## src/rtl/assert_macros.svh

```systemverilog
// Assertion macros shared by the step search RTL.
// No dependencies.
`ifndef ASSERT_MACROS_SVH
`define ASSERT_MACROS_SVH
// Implication checked on every rising edge, disabled during reset.
`define CHK_IMPL(label, clk, rst_n, ante, cons, msg) \
  label: assert property (@(posedge clk) disable iff (!rst_n) (ante) |-> (cons)) \
    else $error(msg);
// Next-cycle implication.
`define CHK_NEXT(label, clk, rst_n, ante, cons, msg) \
  label: assert property (@(posedge clk) disable iff (!rst_n) (ante) |=> (cons)) \
    else $error(msg);
`endif

```

## src/rtl/dmss_pkg.sv

```systemverilog
// Package for the depth map step search: sizes, codes, state and command types.
// No dependencies.
package dmss_pkg;
  localparam int MaxRows = 256;
  localparam int MaxCols = 1024;
  localparam int CoordBits = 24;
  localparam int RowW = 8;
  localparam int ColW = 10;
  localparam int AddrW = RowW + ColW;
  localparam int DiffW = CoordBits + 1;
  localparam int SqW = 2 * DiffW;
  localparam int SumW = SqW + 2;

  localparam logic [2:0] RegMinStep = 3'd0;
  localparam logic [2:0] RegMaxStep = 3'd1;
  localparam logic [2:0] RegZeroRad = 3'd2;
  localparam logic [2:0] RegRows = 3'd3;
  localparam logic [2:0] RegCols = 3'd4;

  localparam logic [1:0] DirUp = 2'd0;
  localparam logic [1:0] DirDown = 2'd1;
  localparam logic [1:0] DirLeft = 2'd2;
  localparam logic [1:0] DirRight = 2'd3;

  typedef enum logic [2:0] {
    ST_IDLE,
    ST_RD_CUR,
    ST_CUR,
    ST_RD_STEP,
    ST_EVAL,
    ST_DONE
  } state_t;

  // Controller to datapath.
  typedef struct packed {
    logic load;     // capture query
    logic rd_cur;   // read queried pixel
    logic cap_cur;  // latch queried pixel
    logic rd_step;  // read pixel at current step
    logic eval;     // evaluate step
    logic fin;      // present result
  } dp_cmd_t;

  // Datapath to controller.
  typedef struct packed {
    logic outside;  // queried pixel outside the image
    logic cur_empty;
    logic no_budget;  // left or right walk with no column steps
    logic at_end;   // walk ended during the evaluation
  } dp_stat_t;
endpackage

```

## src/rtl/dmss_ctrl.sv

```systemverilog
// Controller of the step search: memory writes, reads and step checks.
// Depends on dmss_pkg and assert_macros.svh.
`include "assert_macros.svh"
module dmss_ctrl (
  input  logic                clk,
  input  logic                rst_n,
  input  logic                start,
  input  logic                in_kind,
  output logic                busy,
  output logic                wr_en,
  output logic                out_valid,
  output dmss_pkg::dp_cmd_t   cmd,
  input  dmss_pkg::dp_stat_t  stat
);
  dmss_pkg::state_t state_r, state_nxt;
  logic go;
  assign go = start && !busy;

  always_comb begin
    state_nxt = state_r;
    case (state_r)
      dmss_pkg::ST_IDLE: begin
        if (go && in_kind) state_nxt = dmss_pkg::ST_RD_CUR;
      end
      dmss_pkg::ST_RD_CUR: begin
        state_nxt = stat.outside ? dmss_pkg::ST_DONE : dmss_pkg::ST_CUR;
      end
      dmss_pkg::ST_CUR: begin
        state_nxt = (stat.cur_empty || stat.no_budget) ? dmss_pkg::ST_DONE
                                                        : dmss_pkg::ST_EVAL;
      end
      dmss_pkg::ST_RD_STEP: begin
        state_nxt = stat.at_end ? dmss_pkg::ST_DONE : dmss_pkg::ST_EVAL;
      end
      dmss_pkg::ST_EVAL: state_nxt = dmss_pkg::ST_RD_STEP;
      dmss_pkg::ST_DONE: state_nxt = dmss_pkg::ST_IDLE;
      default: state_nxt = dmss_pkg::ST_IDLE;
    endcase
  end

  always_comb begin
    cmd = '0;
    busy = state_r != dmss_pkg::ST_IDLE;
    wr_en = go && !in_kind;
    out_valid = state_r == dmss_pkg::ST_DONE;
    case (state_r)
      dmss_pkg::ST_IDLE: cmd.load = go && in_kind;
      dmss_pkg::ST_RD_CUR: cmd.rd_cur = 1'b1;
      dmss_pkg::ST_CUR: cmd.cap_cur = 1'b1;
      dmss_pkg::ST_EVAL: cmd.eval = 1'b1;
      dmss_pkg::ST_RD_STEP: cmd.rd_step = 1'b1;
      dmss_pkg::ST_DONE: cmd.fin = 1'b1;
      default: cmd = '0;
    endcase
  end

  always_ff @(posedge clk) begin
    if (!rst_n) state_r <= dmss_pkg::ST_IDLE;
    else state_r <= state_nxt;
  end

  `CHK_NEXT(a_done_idle, clk, rst_n, state_r == dmss_pkg::ST_DONE,
            state_r == dmss_pkg::ST_IDLE, "result state lasted more than one cycle")
  `CHK_IMPL(a_no_wr_busy, clk, rst_n, wr_en, !busy, "write while a query is running")
  `CHK_NEXT(a_query_starts, clk, rst_n, cmd.load, state_r == dmss_pkg::ST_RD_CUR,
            "accepted query did not start a read")
endmodule
```

## config.mk

```make
export PLATFORM = sky130hd
export DESIGN_NAME = dmss_ctrl
export DESIGN_NICKNAME = d
export VERILOG_FILES = /design/src/rtl/dmss_pkg.sv /design/src/rtl/dmss_ctrl.sv
export VERILOG_INCLUDE_DIRS = /design/src /design/src/rtl
export SDC_FILE = /design/constraint.sdc
export NUM_CORES = 1
export LEC_CHECK = 0
export ABC_AREA = 1
export ABC_CLOCK_PERIOD_IN_PS = 900
export BUFFER_PORTS_ARGS = -buffer_cell sky130_fd_sc_hd__buf_2
export CORE_AREA = 2 2 39 41
export DETAILED_ROUTE_END_ITERATION = 10
export DIE_AREA = 0 0 41 43
export SYNTH_ARGS = -nofsm -noshare
export SYNTH_HDL_FRONTEND = slang
export SYNTH_SLANG_ARGS = --single-unit
```

## constraint.sdc

```tcl
create_clock -name clk -period 0.9 [get_ports clk]
set_input_delay 0.18 -clock clk [delete_from_list [all_inputs] [get_ports clk]]
set_output_delay 0.18 -clock clk [all_outputs]
set_load 0.01 [all_outputs]
```

## After elaboration in Yosys (flattened, before gate mapping)

Index checks and enable logic that the tools add are counted.

- Bits in registers: 3
- Bits in writable memories: 0
- Memory bits (read-only): 0
- Memories kept: 0
- Word-level logic and storage cells: 26
- Bits of input ports: 8
- Bits in latches: 0

- Divide/modulo/power cells: 0
- Reduce and logical (&&, ||, !) cells: 8
- Order comparisons: 0
- Equal/unequal tests: 6
- Multipliers: 0
- Add/subtract/negate cells: 0
- Shift operators: 0
- Mux-type cells: 11
- Bitwise gates (word level): 0

Operators by type and width:

| cell | number |
|---|---|
| 3-bit case mux with 5 select lines | 1 |
| 1-bit two-way mux | 8 |
| 3-bit by 2-bit == test with 1-bit output (second input constant) | 2 |
| 3-bit == test (second input constant) | 2 |
| 3-bit two-way mux | 2 |
| 3-bit by 1-bit == test with 1-bit output (second input constant) | 1 |
| 1-bit logical AND | 3 |
| 3-bit logical NOT | 1 |
| 3-bit nonzero test | 1 |
| 1-bit logical NOT | 2 |
| 2-bit != test (second input constant) | 1 |
| 1-bit logical OR | 1 |

## Logic depth before layout (Yosys ltp)

Gate-level depths: netlist of the first run.

- Depth in word-level cells: 6
- Depth in mapped cells: 6

## Worst setup path before layout of the first run

OpenSTA, ideal clock, no wires.

- Kind: flip-flop to output port
- Start point: register state_r[2]
- End point: output cmd[0] in the netlist's numbering
- Arrival: 1,066 ps
- Path slack: -346 ps
- Stages on the path, launching flop included: 4
- Required time: 720 ps
- Cell sequence: dfxtp_1 -> inv_2 -> nor3_1 -> buf_4

RTL lines:

| item | line | text |
|---|---|---|
| start: declaration | dmss_ctrl.sv:15 | `dmss_pkg::state_t state_r, state_nxt;` |
| start signal: assignment | dmss_ctrl.sv:58 | `if (!rst_n) state_r <= dmss_pkg::ST_IDLE;` |
| start signal: assignment | dmss_ctrl.sv:59 | `else state_r <= state_nxt;` |
| end: declaration | dmss_ctrl.sv:12 | `output dmss_pkg::dp_cmd_t cmd,` |

## Worst setup path after layout of the first run

- Start point: register state_r[1]
- End point: output wr_en

- Word-level cells in the longest chain between the ends: 4

Ends and longest elaborated chain:

| item | line | text |
|---|---|---|
| 3-bit nonzero test | dmss_ctrl.sv:43 | `busy = state_r != dmss_pkg::ST_IDLE;` |
| 1-bit logical NOT | dmss_ctrl.sv:17 | `assign go = start && !busy;` |
| 1-bit logical AND | dmss_ctrl.sv:17 |  |
| 1-bit logical AND | dmss_ctrl.sv:44 | `wr_en = go && !in_kind;` |
| end: declaration | dmss_ctrl.sv:10 | `output logic wr_en,` |

No other way between the ends.

==> summary.md, run 1 <==
| Metric | Value |
|---|---|
| Status | `finished, violations left` |
| Failing checks | `setup timing` |
| Setup ws final | `-0.3371 ns` |
| Async SR Flop Fraction | `0` |
| Tmin final | `1.237 ns` |
| Least-Margin Pin Slew | `0.1501 ns` |
| Root buffer cell | `clkbuf_4` |
| Top reg by flops | `state_r` |
| Netlist cell types | `15` |
| Max Clock Skew | `0.002029 ns` |
| Post-Route Setup TNS | `-2.936 ns` |
| CTS max path bufs | `2` |
| Synth top cells by count | `inv_1 (10), nand2_1 (7), nor2_1 (6)` |
| Rel. slew slack | `0.8996` |
| Largest regs | `state_r (3)` |
| Flop2flop setup slack | `-0.12 ns` |
| Routed len/inst | `8.802 um` |
| Setup violations, final | `11` |
| Layout overhead on the synthesized area | `112.7%` |
| Clock Sinks | `3` |
| Placed cells | `78` |
| Bufs and invs on worst path | `2` |
| Yosys top cell area share | `0.2353` |
| Largest fanout on the critical path | `2` |
| Drt pass-1 iters | `4` |
| Die height | `~43 um` |
| Crit path launch type | `flip-flop` |
| Hold Crit Class | `input pin to flip-flop` |
| Cell Area, Synth | `255.2 um2` |
| Post-synth top area cell | `dfxtp_1` |
| Pwr dens | `2121 nW/um2` |
| Clock transition at path regs | `0.04 ns` |
| Max Clk Rate | `0.8084 GHz` |
| Non-Filler Instances | `between 80 and 90` |
| First DRT Iteration DRCs | `4` |
| Die Footprint | `1763 um2` |
| Clock Latency Late Sink | `0.23 ns` |
| Endpoints failing hold | `0` |
| Hold Slack | `0.1562 ns` |
| Gpl congestion | `about 0.68` |
| Max reg flops | `3` |
| Antenna violation net count after detailed routing | `0` |
| Fin util | `0.3924` |
| Vias per cell | `4.023` |
| Core region area | `1384 um2` |
| Cells after Synth | `43` |
| Critical Path Max Stage Delay | `0.32 ns` |
| Final period util | `1.375` |
| HPWL Detailed | `590.1 um` |
| YS warnings | `0` |
| Peak supply drop | `0.6652 mV` |
| Slew Viols, Final | `0` |
| Most common cell in the netlist | `inv_1` |
| Kind of cell adding the most delay to the critical path | `simple AND/OR/NAND/NOR gates` |
| Initial antenna violation count | `0` |
| CTS tree | `yes` |
| Vias in the first global route | `roughly 330` |
| Gr ovfl total | `0` |
| Crit path cell chain | `inv_2, nand2_4, nor2_4, nand2_4, nor2_4, buf_6` |
| Antenna diode count | `0` |
| Number of H-tree levels | `1` |
| DRC | `0` |
| Synthesized flop and latch total | `3` |
| Largest net degree at the start of global routing | `7` |
| Num CTS Buffers | `3` |
| Die X | `roughly 41 um` |
| # port buffers | `16` |
| Lkg Pwr | `approximately 0.00030 uW` |
| Fraction of final layout cells sized beyond drive strength 1 | `0.6571` |
| Primary FF master, synth | `dfxtp_1` |
| Crit. End Element | `primary output` |
| Initial Util | `0.1844` |
| Gr usage total | `0.1012` |
| Syn Nets | `between 50 and 60` |
| FP Rows | `14` |
| WL final | `757 um` |
| DR vias | `346` |
| Max-cap check violation count | `0` |
| Area contributors post-synth | `dfxtp_1 (24%), inv_1 (15%), nand2_1 (10%)` |
| Worst Path Arrival | `about 1.1 ns` |
| Seq/Total Area, Yosys | `0.2353` |
| Number of synthesized flops with an enable pin | `0` |
| Critical Setup Path Class | `flip-flop to primary output` |
| Global-route wire length before repair | `1228 um` |
| Avg Inst Size Synth | `roughly 5.9 um2` |
| RSZ-0062 raised after global routing | `yes` |
| WP data required | `about 0.72 ns` |
| Ports | `17` |
| Final nets | `approximately 80` |
| Slowest-stage cell, CP | `dfxtp_2` |
[worst paths after layout]
path              start         end  cells past startpoint
max          state_r[1]       wr_en                      6
min               rst_n  state_r[2]                      3
max reg2reg  state_r[0]  state_r[0]                      7
min reg2reg  state_r[2]  state_r[0]                      3
[layout by cell type, fill, tap and decap left out]
| cell type | count |
|---|---|
| nand4_1 | 2 |
| nand2_1 | 5 |
| inv_4 | 1 |
| clkbuf_1 | 1 |
| nand2_2 | 1 |
| clkbuf_4 | 3 |
| nand3_1 | 3 |
| nor3_4 | 2 |
| buf_2 | 12 |
| nor2_4 | 5 |
| nor2_1 | 3 |
| o21ai_2 | 1 |
| inv_2 | 2 |
| nand2_4 | 2 |
| inv_6 | 1 |
| buf_4 | 5 |
| inv_1 | 9 |
| dfxtp_4 | 1 |
| a21oi_1 | 1 |
| a21oi_2 | 1 |
| dfxtp_2 | 2 |
| buf_6 | 7 |
[cells by family (layout without fill, tap and decap cells)]
| kind of cell | after synthesis | after routing | synth area share |
|---|---|---|---|
| and+or+nand+nor | 23 | 23 | 0.4706 |
| AOI/OAI and AO/OA | 3 | 3 | 0.07354 |
| buffers and inverters | 14 | 41 | 0.2206 |
| DFF | 3 | 3 | 0.2353 |
[routing by layer]
| layer | part of all wire | global-route usage | vias to the layer above |
|---|---|---|---|
| li1 | - | - | 181 |
| met1 | 0.39 | 0.1118 | 156 |
| met2 | 0.57 | 0.1594 | 9 |
| met3 | 0.037 | 0.03141 | 0 |
| met4 | 0 | 0.06000 | 0 |
| met5 | 0 | 0 | - |
[metrics by stage]
step                cell area (um2)  worst slack [ns]  power [uW]
floorplan                     295.3           -0.1028       510.5
finish                        543.0           -0.3371        1152
global placement              417.9           -0.1495       681.5
CTS                           495.5           -0.3349        1058
global route                  543.0           -0.4092        1256
detailed placement            417.9           -0.1686       690.2
[power breakdown]
group          total, uW  internal [uW]  leakage [uW]  switching, uW
Clock                229            166     0.0000150           63.0
Sequential           206            165     0.0000261           41.1
Combinational        717            370      0.000262            347
Total               1150            701      0.000303            451
[tightest hold or removal path, stage by stage]
cell and delay, ns:
buf_2 0.09, nand2_1 0.05, inv_1 0.04
[final cells by class]
type | instances | area [um2]
Clock buffer | 4 | 26.28
Multi-Input combinational cell | 26 | 197.7
Tap cell | 16 | 20.02
Inverter | 13 | 56.30
Fill cell | 152 | 840.8
Timing Repair Buffer | 24 | 176.4
Sequential cell | 3 | 66.31
[timing repair]
action                                  CTS  global route
hold buffers                              0             0
pin swaps                                 4             1
gates resized for setup                   7            11
buffers inserted                          3             2
endpoints found under the hold margin     0             0
endpoints found under the setup margin   11            12
Power figures use the tool's default switching activity.
==> run 2, diff against run 1 <==
--- a/config.mk
+++ b/config.mk
@@ -7,7 +7,7 @@
 export NUM_CORES = 1
 export LEC_CHECK = 0
 export ABC_AREA = 1
-export ABC_CLOCK_PERIOD_IN_PS = 900
+export ABC_CLOCK_PERIOD_IN_PS = 1270
 export BUFFER_PORTS_ARGS = -buffer_cell sky130_fd_sc_hd__buf_2
 export CORE_AREA = 2 2 39 41
 export DETAILED_ROUTE_END_ITERATION = 10
==> constraint.sdc (replaced) <==
create_clock -name clk -period 1.27 [get_ports clk]
set_input_delay 0.254 -clock clk [delete_from_list [all_inputs] [get_ports clk]]
set_output_delay 0.254 -clock clk [all_outputs]
set_load 0.01 [all_outputs]
==> summary.md, run 2 (synthesis gave the netlist of run 1 again) <==
| Metric | Value |
|---|---|
| Pwr dens | `1491 nW/um2 (-30%)` |
| Switching Share | `0.3750 (-0.01655)` |
| Reg2reg start | `state_r[0]` |
| Max Clock Skew | `0.001739 ns (-0.0002905 ns)` |
| WP data required | `1.02 ns (+0.30 ns)` |
| CP startpoint | `state_r[0]` |
| Sw Pwr | `266.6 uW (-41%)` |
| Status | `finished, violations left` |
| Most frequent cells in the layout | `buf_2 (15), inv_1 (10), buf_4 (7)` |
| FP Rows | `14 (unchanged)` |
| Clock transition at path regs | `0.04 ns (about the same)` |
| First DRT Iteration DRCs | `0 (-4)` |
| Endpoints failing hold | `0 (unchanged)` |
| Clock Latency Late Sink | `0.23 ns (about the same)` |
| Largest fanout on the critical path | `3 (+1)` |
| Routed len/inst | `7.849 um (-11%)` |
| Root buffer cell | `clkbuf_4` |
| Crit. End Element | `primary output` |
| Initial antenna violation count | `0 (unchanged)` |
| DRC | `0 (unchanged)` |
| # port buffers | `16 (unchanged)` |
| Final nets | `79 (unchanged)` |
| Setup violations, final | `5 (-6)` |
| Die X | `41 um (unchanged)` |
| Least-Margin Pin Slew | `0.1632 ns (+0.01309 ns)` |
| Layout overhead on the synthesized area | `86.76%` |
| Fraction of final layout cells sized beyond drive strength 1 | `0.5857 (-0.07143)` |
| HPWL Detailed | `522.2 um (-12%)` |
| Num CTS Buffers | `3 (unchanged)` |
| Initial Util | `0.1844 (unchanged)` |
| Fin util | `0.3445 (-0.04792)` |
| Crit path launch type | `flip-flop` |
| Reg power frac | `0.203 (+0.024)` |
| Failing checks | `setup timing` |
| Gr ovfl total | `0 (unchanged)` |
| Largest regs | `state_r (3)` |
| Number of H-tree levels | `1 (unchanged)` |
| Setup ws final | `-0.06619 ns (+0.2709 ns)` |
| Int Power | `444.3 uW (-37%)` |
| Critical Setup Path Class | `flip-flop to primary output` |
| Vias in the first global route | `304 (-8.4%)` |
| Final period util | `1.052` |
| Hold Crit Class | `input pin to flip-flop` |
| Gr usage total | `0.09319 (-0.008016)` |
| Clock network power share | `0.232 (+0.033)` |
| Largest net degree at the start of global routing | `7 (unchanged)` |
| Ports | `17 (unchanged)` |
| CTS tree | `yes` |
| Die Footprint | `1763 um2 (unchanged)` |
| Lkg Pwr | `0.0002931 uW (-3.4%)` |
| Global-route wire length before repair | `1104 um (-10%)` |
| Clock Sinks | `3 (unchanged)` |
| DR vias | `335 (-3.2%)` |
| Peak supply drop | `0.4834 mV (-27%)` |
| Vias per cell | `3.895 (-3.2%)` |
| Top reg by flops | `state_r` |
| Gpl congestion | `0.7249 (+7.2%)` |
| Die height | `43 um (unchanged)` |
| Worst reg2reg path depth | `9 (+2)` |
| WL final | `675 um (-11%)` |
| Drt pass-1 iters | `1 (-3)` |
| Max-cap check violation count | `0 (unchanged)` |
| Core region area | `1384 um2 (unchanged)` |
| Most common cell after layout, fill and taps aside | `buf_2` |
| Min-Delay Startpoint | `rst_n` |
| Slew Viols, Final | `0 (unchanged)` |
| CTS max path bufs | `2 (unchanged)` |
| RSZ-0062 raised after global routing | `yes` |
| Antenna diode count | `0 (unchanged)` |
| Tmin final | `1.336 ns` |
| Max Clk Rate | `0.7484 GHz` |
| Fill count | `156 (+2.6%)` |
| Comb pwr share | `0.565 (-0.058)` |
| Worst Hold Depth | `3 (unchanged)` |
| Worst Path Arrival | `1.08 ns (+0.02 ns)` |
| Rel. slew slack | `0.8906 (-0.008995)` |
| Hold Slack | `0.2213 ns (+0.06510 ns)` |
| Antenna violation net count after detailed routing | `0 (unchanged)` |
| Max reg flops | `3 (unchanged)` |
==> run 2: repair_timing <==
action	CTS	global route
setup buffers	5	2
hold buffers	0	0
pin swaps	1	4
resized for setup	4	8
endpoints found under the setup margin	9	9
==> run 2: stage by stage <==
step                      setup slack [ns]  setup TNS [ns]  instance area, um2  cells  power [uW]
after CTS                         -0.09990         -0.3626               431.7     84       655.6
after floorplan                    0.07610               0               260.3     43       315.6
after global placement              0.1187               0               360.3     75       394.8
after global routing               -0.1469         -0.7245               476.7     86       771.3
final                             -0.06619         -0.1873               476.7     86       710.9
after detailed placement           0.09537               0               360.3     75       399.1
==> run 2: path summary, 6_finish.rpt <==
path	endpoint	slack, ns
setup / recovery	wr_en	-0.07
hold / removal	state_r[2]	0.22
setup reg to reg	state_r[0]	0.14
hold reg to reg	state_r[0]	0.59
==> run 2: area by class of cell <==
type,instances,area (um2),area share
clock buffers,4,26.28,0.05512
inverters,13,51.30,0.1076
multi-input cells,26,160.2,0.3360
flip-flops and latches,3,68.82,0.1444
well taps,16,20.02,0.04199
repair buffers,24,150.1,0.3150
==> run 2: critical path, cell delays in order (launching register included) <==
cell,delay [ns]
dfxtp_4,0.35
inv_4,0.07
nand2_4,0.06
nor2_4,0.10
nand2_2,0.06
nor2_1,0.09
buf_2,0.13
==> run 2: layer usage <==
| metal | GRT usage | vias to the layer above | share of wire |
|---|---|---|---|
| li1 | - | 182 | - |
| met5 | 0 | - | 0 |
| met1 | 0.1086 | 146 | 0.41 |
| met3 | 0.01571 | 0 | 0.049 |
| met2 | 0.1375 | 7 | 0.54 |
| met4 | 0.08000 | 0 | 0 |
==> run 2: power groups by stage <==
stage | logic [uW] | clock network [uW] | registers [uW]
after floorplan | 177 | 0 | 139
after global placement | 257 | 0 | 138
after detailed placement | 259 | 0 | 140
after CTS | 338 | 176 | 142
after global routing | 444 | 179 | 149
final | 402 | 165 | 145
